**src/hw/rtl/tcw_pkg.sv**
```systemverilog
// Shared constants, payload types and controller state type for the text console writer.
package tcw_pkg;

  localparam int unsigned COLUMNS    = 80;
  localparam int unsigned ROWS       = 25;
  localparam int unsigned CELL_COUNT = COLUMNS * ROWS;
  localparam int unsigned KEEP_COUNT = CELL_COUNT - COLUMNS;

  localparam int unsigned ADDR_W = $clog2(CELL_COUNT);
  localparam int unsigned COL_W  = $clog2(COLUMNS);
  localparam int unsigned CUR_W  = 11;
  localparam int unsigned IDX_W  = 11;
  localparam int unsigned CHAR_W = 8;
  localparam int unsigned CELL_W = 16;

  localparam logic [CHAR_W-1:0] CH_NEWLINE   = 8'h0A;
  localparam logic [CHAR_W-1:0] CH_BACKSPACE = 8'h08;
  localparam logic [CHAR_W-1:0] CH_SPACE     = 8'h20;
  localparam logic [CHAR_W-1:0] BLANK_ATTR   = 8'h07;
  localparam logic [CHAR_W-1:0] TEXT_ATTR    = 8'h0A;
  localparam logic [CELL_W-1:0] BLANK_CELL   = {BLANK_ATTR, CH_SPACE};

  localparam logic KIND_WRITE = 1'b0;
  localparam logic KIND_READ  = 1'b1;

  typedef struct packed {
    logic              kind;
    logic [CHAR_W-1:0] char_code;
    logic [IDX_W-1:0]  cell_index;
  } in_word_t;

  typedef struct packed {
    logic [CUR_W-1:0]  cursor;
    logic [CHAR_W-1:0] cell_char;
    logic [CHAR_W-1:0] cell_attr;
  } out_word_t;

  typedef struct packed {
    logic      idle;
    logic      res_valid;
    out_word_t res_word;
  } ctrl_stat_t;

  typedef enum logic [2:0] {
    ST_CLEAR,
    ST_IDLE,
    ST_READ,
    ST_SCROLL,
    ST_BLANK,
    ST_EXEC
  } state_e;

endpackage

```
**src/hw/rtl/tcw_ctrl.sv**
```systemverilog
// Sequencer: screen clear, scroll copy, cursor update, cell reads and cell writes.
module tcw_ctrl (
  input  logic                          clk_i,
  input  logic                          rst_ni,
  input  logic                          accept_i,
  input  tcw_pkg::in_word_t             in_word_i,
  input  logic                          cfg_we_i,
  input  logic [tcw_pkg::CUR_W-1:0]     cfg_wdata_i,
  output tcw_pkg::ctrl_stat_t           stat_o,
  output logic                          mem_we_o,
  output logic [tcw_pkg::ADDR_W-1:0]    mem_waddr_o,
  output logic [tcw_pkg::CELL_W-1:0]    mem_wdata_o,
  output logic                          mem_re_o,
  output logic [tcw_pkg::ADDR_W-1:0]    mem_raddr_o,
  input  logic [tcw_pkg::CELL_W-1:0]    mem_rdata_i
);

  localparam int unsigned AW = tcw_pkg::ADDR_W;
  localparam int unsigned CW = tcw_pkg::CUR_W;
  localparam int unsigned LW = tcw_pkg::COL_W;

  tcw_pkg::state_e state_q, state_d;

  logic [AW-1:0]                  cnt_q, cnt_d;
  logic [CW-1:0]                  cursor_q, cursor_d;
  logic [LW-1:0]                  col_q, col_d;
  logic [CW-1:0]                  in_start_q;
  logic [tcw_pkg::CHAR_W-1:0]     ch_q;
  logic                           oob_q;
  logic                           pend_q;
  logic [AW-1:0]                  paddr_q;

  logic cnt_last;
  logic cnt_keep;
  logic cursor_full;
  logic in_oob;
  logic bs_allowed;

  assign cnt_last    = (cnt_q == AW'(tcw_pkg::CELL_COUNT - 1));
  assign cnt_keep    = (cnt_q == AW'(tcw_pkg::KEEP_COUNT));
  assign cursor_full = (cursor_q >= CW'(tcw_pkg::CELL_COUNT));
  assign in_oob      = (in_word_i.cell_index >= tcw_pkg::IDX_W'(tcw_pkg::CELL_COUNT));
  assign bs_allowed  = (cursor_q > in_start_q);

  // Next state
  always_comb begin
    state_d = state_q;
    unique case (state_q)
      tcw_pkg::ST_CLEAR: begin
        if (cnt_last) state_d = tcw_pkg::ST_IDLE;
      end
      tcw_pkg::ST_IDLE: begin
        if (accept_i) begin
          if (in_word_i.kind == tcw_pkg::KIND_READ) begin
            state_d = tcw_pkg::ST_READ;
          end else if (cursor_full) begin
            state_d = tcw_pkg::ST_SCROLL;
          end else begin
            state_d = tcw_pkg::ST_EXEC;
          end
        end
      end
      tcw_pkg::ST_READ:   state_d = tcw_pkg::ST_IDLE;
      tcw_pkg::ST_SCROLL: begin
        if (cnt_keep) state_d = tcw_pkg::ST_BLANK;
      end
      tcw_pkg::ST_BLANK: begin
        if (cnt_last) state_d = tcw_pkg::ST_EXEC;
      end
      tcw_pkg::ST_EXEC:   state_d = tcw_pkg::ST_IDLE;
      default:            state_d = tcw_pkg::ST_IDLE;
    endcase
  end

  // Outputs, memory ports and datapath next values
  always_comb begin
    cnt_d              = cnt_q;
    cursor_d           = cursor_q;
    col_d              = col_q;
    mem_we_o           = 1'b0;
    mem_waddr_o        = cnt_q;
    mem_wdata_o        = tcw_pkg::BLANK_CELL;
    mem_re_o           = 1'b0;
    mem_raddr_o        = AW'(in_word_i.cell_index);
    stat_o.idle        = 1'b0;
    stat_o.res_valid   = 1'b0;
    stat_o.res_word    = '0;
    unique case (state_q)
      tcw_pkg::ST_CLEAR: begin
        mem_we_o = 1'b1;
        cnt_d    = cnt_q + AW'(1);
      end
      tcw_pkg::ST_IDLE: begin
        stat_o.idle = 1'b1;
        cnt_d       = '0;
        mem_re_o    = accept_i && (in_word_i.kind == tcw_pkg::KIND_READ) && !in_oob;
      end
      tcw_pkg::ST_READ: begin
        stat_o.res_valid       = 1'b1;
        stat_o.res_word.cursor = cursor_q;
        if (!oob_q) begin
          stat_o.res_word.cell_char = mem_rdata_i[tcw_pkg::CHAR_W-1:0];
          stat_o.res_word.cell_attr = mem_rdata_i[tcw_pkg::CELL_W-1:tcw_pkg::CHAR_W];
        end
      end
      tcw_pkg::ST_SCROLL: begin
        // read one row ahead, write the returned cell back in the next cycle
        mem_re_o    = !cnt_keep;
        mem_raddr_o = cnt_q + AW'(tcw_pkg::COLUMNS);
        mem_we_o    = pend_q;
        mem_waddr_o = paddr_q;
        mem_wdata_o = mem_rdata_i;
        if (!cnt_keep) cnt_d = cnt_q + AW'(1);
      end
      tcw_pkg::ST_BLANK: begin
        mem_we_o = 1'b1;
        cnt_d    = cnt_q + AW'(1);
        if (cnt_last) cursor_d = cursor_q - CW'(tcw_pkg::COLUMNS);
      end
      tcw_pkg::ST_EXEC: begin
        if (ch_q == tcw_pkg::CH_NEWLINE) begin
          cursor_d = cursor_q - CW'(col_q) + CW'(tcw_pkg::COLUMNS);
          col_d    = '0;
        end else if (ch_q == tcw_pkg::CH_BACKSPACE) begin
          if (bs_allowed) begin
            cursor_d    = cursor_q - CW'(1);
            col_d       = (col_q == '0) ? LW'(tcw_pkg::COLUMNS - 1) : col_q - LW'(1);
            mem_we_o    = 1'b1;
            mem_waddr_o = AW'(cursor_q - CW'(1));
          end
        end else begin
          cursor_d    = cursor_q + CW'(1);
          col_d       = (col_q == LW'(tcw_pkg::COLUMNS - 1)) ? '0 : col_q + LW'(1);
          mem_we_o    = 1'b1;
          mem_waddr_o = AW'(cursor_q);
          mem_wdata_o = {tcw_pkg::TEXT_ATTR, ch_q};
        end
        stat_o.res_valid       = 1'b1;
        stat_o.res_word.cursor = cursor_d;
      end
      default: ;
    endcase
  end

  always_ff @(posedge clk_i or negedge rst_ni) begin
    if (!rst_ni) begin
      state_q    <= tcw_pkg::ST_CLEAR;
      cnt_q      <= '0;
      cursor_q   <= '0;
      col_q      <= '0;
      in_start_q <= '0;
      pend_q     <= 1'b0;
    end else begin
      state_q  <= state_d;
      cnt_q    <= cnt_d;
      cursor_q <= cursor_d;
      col_q    <= col_d;
      pend_q   <= (state_q == tcw_pkg::ST_SCROLL) && !cnt_keep;
      if (cfg_we_i) in_start_q <= cfg_wdata_i;
    end
  end

  always_ff @(posedge clk_i) begin
    paddr_q <= cnt_q;
    if (accept_i) begin
      ch_q  <= in_word_i.char_code;
      oob_q <= in_oob;
    end
  end

endmodule

```
**config.mk**
```make
export PLATFORM = sky130hd
export DESIGN_NAME = tcw_ctrl
export DESIGN_NICKNAME = d
export VERILOG_FILES = /design/src/hw/rtl/tcw_pkg.sv /design/src/hw/rtl/tcw_ctrl.sv
export SDC_FILE = /design/constraint.sdc
export NUM_CORES = 1
export LEC_CHECK = 0
export BUFFER_PORTS_ARGS = -buffer_cell sky130_fd_sc_hd__buf_2
export CORE_MARGIN = 5
export CORE_UTILIZATION = 56
export CTS_BUF_LIST = sky130_fd_sc_hd__clkbuf_4 sky130_fd_sc_hd__clkbuf_8 sky130_fd_sc_hd__clkbuf_16
export CTS_CLUSTER_DIAMETER = 60
export DETAILED_ROUTE_END_ITERATION = 16
export PLACE_DENSITY_LB_ADDON = 0.12
export SYNTH_ARGS = -nofsm -noshare
export SYNTH_HDL_FRONTEND = slang
export SYNTH_SLANG_ARGS = --single-unit
```
**constraint.sdc**
```tcl
create_clock -name clk_i -period 3.95 [get_ports clk_i]
set_clock_uncertainty 0.15 [all_clocks]
set_input_delay 0.1975 -clock clk_i [delete_from_list [all_inputs] [get_ports clk_i]]
set_output_delay 0.1975 -clock clk_i [all_outputs]
set_load 0.005 [all_outputs]
```
==> results of run 1 <==
-- worst min path at each step --
stage	startpoint	to	slack, ps	depth (start not counted)
after floorplan	rst_ni	cnt_q[0]	-250	0
after global placement	in_word_i[15]	ch_q[4]	220	1
after detailed placement	in_word_i[17]	ch_q[6]	230	1
after CTS	in_word_i[19]	state_q[0]	70	3
after global routing	in_word_i[19]	state_q[0]	90	3
final	accept_i	ch_q[0]	90	1
-- metrics by stage --
| stage | hold WS [ps] | setup slack, ps | instance area, µm² | total power [µW] |
|---|---|---|---|---|
| finish | 85.5 | 233 | 6740 | 3800 |
| global route | 85.2 | 16.1 | 6740 | 4060 |
| CTS | 68.9 | 270 | 6730 | 3750 |
| detailed placement | 226 | 677 | 6310 | 3090 |
| global placement | 225 | 717 | 6310 | 3050 |
| floorplan | -248 | 1170 | 5630 | 2380 |
-- cell families (layout without fill, tap and decap cells) --
group / count (synthesis) / count (layout) / share of synthesized area
muxes: 4 / 4 / 0.00733
adders and majority gates: 46 / 46 / 0.103
xor gates and xnor gates: 25 / 25 / 0.0389
AOI/OAI and AO/OA: 221 / 221 / 0.262
buffers and inverters: 85 / 213 / 0.0618
DFF: 64 / 64 / 0.283
and+or+nand+nor: 264 / 264 / 0.244
-- power breakdown --
part	switching, µW	internal [µW]	total (µW)
Clock	283	353	636
Sequential	232	779	1010
Combinational	1330	822	2150
-- registers in the layout, summed over array words and instances, names as in the netlist --
signal / count
cnt_q: 11
cursor_q: 11
in_start_q: 11
paddr_q: 11
ch_q: 8
col_q: 7
state_q: 3
oob_q: 1
pend_q: 1
-- metal layers --
layer,global-route usage,up-vias
li1,-,2839
met1,0.417,2954
met2,0.547,414
met3,0.0798,65
met4,0.123,0
met5,0,-
-- synth_stat cells (all sizes together), types with 4 or more instances --
library cell  number  area share
nand2             82       0.056
o21ai             63       0.056
nor2              57       0.040
dfrtp             44        0.20
ha                44       0.098
inv               44       0.029
a21oi             39       0.036
nand3             30       0.027
and2              25       0.028
clkbuf            25       0.017
nor3              19       0.020
a31oi             17       0.019
buf               14       0.014
xnor2             14       0.022
nand4             13       0.016
o211ai            13       0.017
dfxtp             11       0.039
xor2              11       0.017
a22oi             10       0.013
edfxtp             9       0.048
o31ai              8       0.012
or3                8       0.012
a22o               7       0.011
a21o               6      0.0080
o22ai              6      0.0067
nor4               5      0.0078
o21a               5      0.0067
a211o              4      0.0062
a21boi             4      0.0053
a221o              4      0.0071
nor4b              4       0.010
o2111ai            4      0.0062
-- critical path: cells and delay by family, from the launching register on --
family / cells / cell delay, ps
AO/OA/AOI/OAI: 4 / 1570
flip-flops: 1 / 520
AND/OR/NAND/NOR: 2 / 410
adder cells (fa/ha/maj): 1 / 400
buffers and inverters: 1 / 120
-- final cells by class --
cell class | instances | area (µm²)
sequential | 64 | 1590
fill | 834 | 3040
timing repair buffer | 151 | 886
tap | 133 | 166
inverter | 46 | 173
clock inverter | 4 | 50.0
multi-input combinational | 560 | 3700
clock buffer | 12 | 170
-- repair_timing --
item,CTS,global route
setup buffers,0,0
endpoints found under the setup margin,0,1
hold buffers,20,0
resized for setup,0,1
endpoints found under the hold margin,63,0
==> results.toml, run 1 <==
[outcome]
status = "finished clean"

[critical_path]
max_stage_delay_ps = 520
reg2regPathDepth = 11
cp.required_ps = 3600
crit_path_max_fanout = 12
cp.arrival_ps = 3370
r2r_end = "cursor_q[10]"
crit_chain = "ha_1 -> nand4_1 -> a211oi_1 -> a2111o_1 -> nand3_1 -> a2111oi_0 -> a221o_1 -> buf_2"
crit_end = "stat_o[24]"
endpoint_kind = "output pin"
worstSetupStartpointType = "flop"
crit_type = "reg -> out"
crit_start = "cursor_q[8]"
r2r_slack_ps = 670
critPathSlowestCell = "dfrtp_1"
r2r_start = "cursor_q[4]"

[detailed_routing]
routedWlPerCell_um = 20.4
wl_met2_um = 9300
viasPerCell = 6.47
ant_nets = 0
dr.pass1.iters = 5
vias = 6272
wl_met3_um = 2050
met1_length_um = 7690
route.detailed.drc = 0
drt-total-wl_um = 19700
dr.max_layer_used = "met4"
dr.first_iter.drc_count = 632

[timing]
fin_crit_sh = 0.941
fin_setup_tns_ps = 0
setup_viol = 0
period_needed_ps = 3720
hold_viol_final = 0
rsz0062_at_grt = "false"
worst_pin_slew_ps = 1130
max-slew-margin-rel = 0.250
finalMaxSlewViolations = 0
fmax_mhz = 269

[global_route]
grt_pass1_wl_um = 31000
antenna_found_initial = 0
grtUsageTotal = 0.330
grt_pass1_vias = 6061
grt_max_degree = 45
grt_overflow = 0

[finish]
utilization = 0.689
nNetsFinal = 928
final_common_cell = "buf_2"
antennaDiodeCount = 0
area.growth.synth_to_final_pct = 19.6
layout-drive-gt1-share = 0.211
layout_common_cells = "119 x buf_2, 80 x nand2_1, 59 x o21ai_0, 52 x nor2_1"
fin_cells = 970

[synthesis]
synth_edf_count = 9
syn_area_per_cell_um2 = 7.94
ys_seq_area_frac = 0.283
synth_cell_type_count = 89
syn-num-nets = 805
synth_seq_cells = 64
syn_inst = 709
ys.flop_type = "dfrtp_1"
syn_area_um2 = 5630
ys_warn_count = 0
synthArstFlopShare = 0.688

[die]
die_y_um = 110
initial_utilization = 0.576
row_count = 36
io_pins = 120
dieArea_um2 = 12200
core-area_um2 = 9770
die_x_um = 110

[power_and_ir_drop]
ir_drop_mv = 0.399
p_leak_uw = 0.00305
power_per_cell_area_nw_per_um2 = 564

[job]
max-cap-violations = 0

[clocking]
clk_latency_ps = 360
clk_path_buf_depth = 2
cts.sinks = 64
path_clk_slew_ps = 80
cts-root-buf = "clkbuf_8"
cts_tree = "built"
htree_levels = 3
cts_made_buffers = 9

[placement]
place_inst = 934
place_congestion = 1.03
dp_hpwl_um = 14600
portBuffers = 119

[worst_hold_path]
min_path_type = "in -> reg"
(Power assumes the default switching activity.)
==> run 2: changes to the inputs <==
--- a/config.mk
+++ b/config.mk
@@ -13,4 +13,5 @@
 export DETAILED_ROUTE_END_ITERATION = 16
 export PLACE_DENSITY_LB_ADDON = 0.12
+export SLEW_MARGIN = 20
 export SYNTH_ARGS = -nofsm -noshare
 export SYNTH_HDL_FRONTEND = slang
--- a/constraint.sdc
+++ b/constraint.sdc
@@ -3,3 +3,3 @@
 set_input_delay 0.1975 -clock clk_i [delete_from_list [all_inputs] [get_ports clk_i]]
 set_output_delay 0.1975 -clock clk_i [all_outputs]
-set_load 0.005 [all_outputs]
+set_load 0.02 [all_outputs]
==> run 2 against run 1 <==
  * Combinational power is 12% higher
  * Maximum frequency hardly changed
  * Highest routed layer unchanged
  * Total power rose by 8.1%
  * Global-route usage rose by 1.1 points
  * Sequential share of layout area decreased by 0.20 points
  * Wire length increased by 0.86%
  * Flip-flop and latch count unchanged
  * Die area unchanged
  * Utilization increased by 0.58 points
  * Clock power is 10% higher
==> results.toml, run 2 (same netlist as run 1, synthesis figures left out) <==
[global_route]
antenna_found_initial = 0
grt_overflow = 0
grt_pass1_wl_um = 31900
grtUsageTotal = 0.341
grt_max_degree = 45
grt_pass1_vias = 6298

[power_and_ir_drop]
power_per_cell_area_nw_per_um2 = 605
ir_drop_mv = 0.374
p_total_uw = 4110
p_leak_uw = 0.00309

[die]
die_y_um = 110
core-area_um2 = 9770
dieArea_um2 = 12200
row_count = 36
die_x_um = 110
initial_utilization = 0.576
io_pins = 120

[finish]
n_fill_cell = 852
layout-drive-gt1-share = 0.216
antennaDiodeCount = 0
final_common_cell = "buf_2"
nNetsFinal = 933
finalInstanceArea_um2 = 6790
layout_common_cells = "118 x buf_2, 80 x nand2_1, 58 x o21ai_0, 52 x nor2_1"
area.growth.synth_to_final_pct = 20.6
utilization = 0.695

[timing]
worst_pin_slew_ps = 800
fin_setup_tns_ps = 0
finalMaxSlewViolations = 0
hold_viol_final = 0
period_needed_ps = 3720
fin_crit_sh = 0.941
max-slew-margin-rel = 0.465
rsz0062_at_grt = "false"
hold_ws_ps = 73.3
fmax_mhz = 269
setup_viol = 0

[clocking]
postCtsSetupBuffers = 0
cts.sinks = 64
cts-root-buf = "clkbuf_8"
clk_latency_ps = 360
path_clk_slew_ps = 70
htree_levels = 3
cts_tree = "built"
cts_made_buffers = 9
clk_path_buf_depth = 2

[detailed_routing]
ant_nets = 0
vias = 6184
route.detailed.drc = 0
drt-total-wl_um = 19900
viasPerCell = 6.34
dr.pass1.iters = 6
routedWlPerCell_um = 20.4
dr.first_iter.drc_count = 615

[critical_path]
crit_type = "reg -> out"
worstSetupStartpointType = "flop"
crit_family = "compound AO/OA/AOI/OAI gates"
cp.arrival_ps = 3370
crit_start = "cursor_q[6]"
crit_chain = "inv_1 -> ha_1 -> inv_1 -> ha_1 -> o2111ai_1 -> nand3_1 -> o41ai_1 -> xor2_1 -> a21oi_1 -> o21ai_0 -> buf_2"
r2r_slack_ps = 770
endpoint_kind = "output pin"
crit_path_max_fanout = 13
cp.required_ps = 3600
max_stage_delay_ps = 620
critPathSlowestCell = "dfrtp_1"
r2r_start = "cursor_q[4]"
cp_num_buf_inv = 3

[placement]
dpl_cell_area_um2 = 6350
dp_hpwl_um = 14800
portBuffers = 119
place_congestion = 1.00

[outcome]
status = "finished clean"

[worst_hold_path]
min_path_type = "in -> reg"
worstHoldStart = "in_word_i[19]"

[job]
max-cap-violations = 0
-- run 2: routing by layer --
metal	GRT usage	routed length (µm)	share of wire	up-vias
met5	0	0	0	-
met4	0.157	655	0.033	0
met3	0.0606	1680	0.085	58
met2	0.565	9410	0.47	348
met1	0.431	8170	0.41	2934
li1	-	-	-	2844
-- run 2: power breakdown --
part / internal [µW] / switching, µW / total [µW]
Sequential: 779 / 224 / 1000
Combinational: 846 / 1560 / 2410
Clock: 422 / 278 / 700
-- run 2: through the flow --
| step | worst slack [ps] | cells |
|---|---|---|
| 6_report | 233 | 975 |
| 5_1_grt | 13.2 | 975 |
| 4_1_cts | 279 | 975 |
| 3_5_place_dp | 683 | 939 |
| 3_3_place_gp | 775 | 939 |
| 2_1_floorplan | 887 | 709 |
-- run 2: cell type report --
cell class,count,area [µm²],area share
Clock buffer,14,180,0.0265
Clock inverter,2,60.1,0.00884
Inverter,46,173,0.0254
Multi-Input combinational cell,560,3690,0.544
Sequential cell,64,1590,0.234
Tap cell,133,166,0.0245
Timing Repair Buffer,156,926,0.136
-- run 2: tightest hold or removal path, cell delays in order --
cell	delay [ps]
buf_2	130
o22a_1	140
o22ai_1	70
-- run 2: what timing repair did --
item                       CTS  global route
setup endpoints to repair    0             2
resized for setup            0             2
hold endpoints to repair    63             0
hold buffers                20             0
-- run 2: final timing paths --
path	to	depth (start not counted)
max	stat_o[25]	11
min	state_q[0]	3
max reg2reg	cursor_q[10]	11
min reg2reg	paddr_q[5]	0
max in group asynchronous	cnt_q[0]	2
min in group asynchronous	in_start_q[1]	2
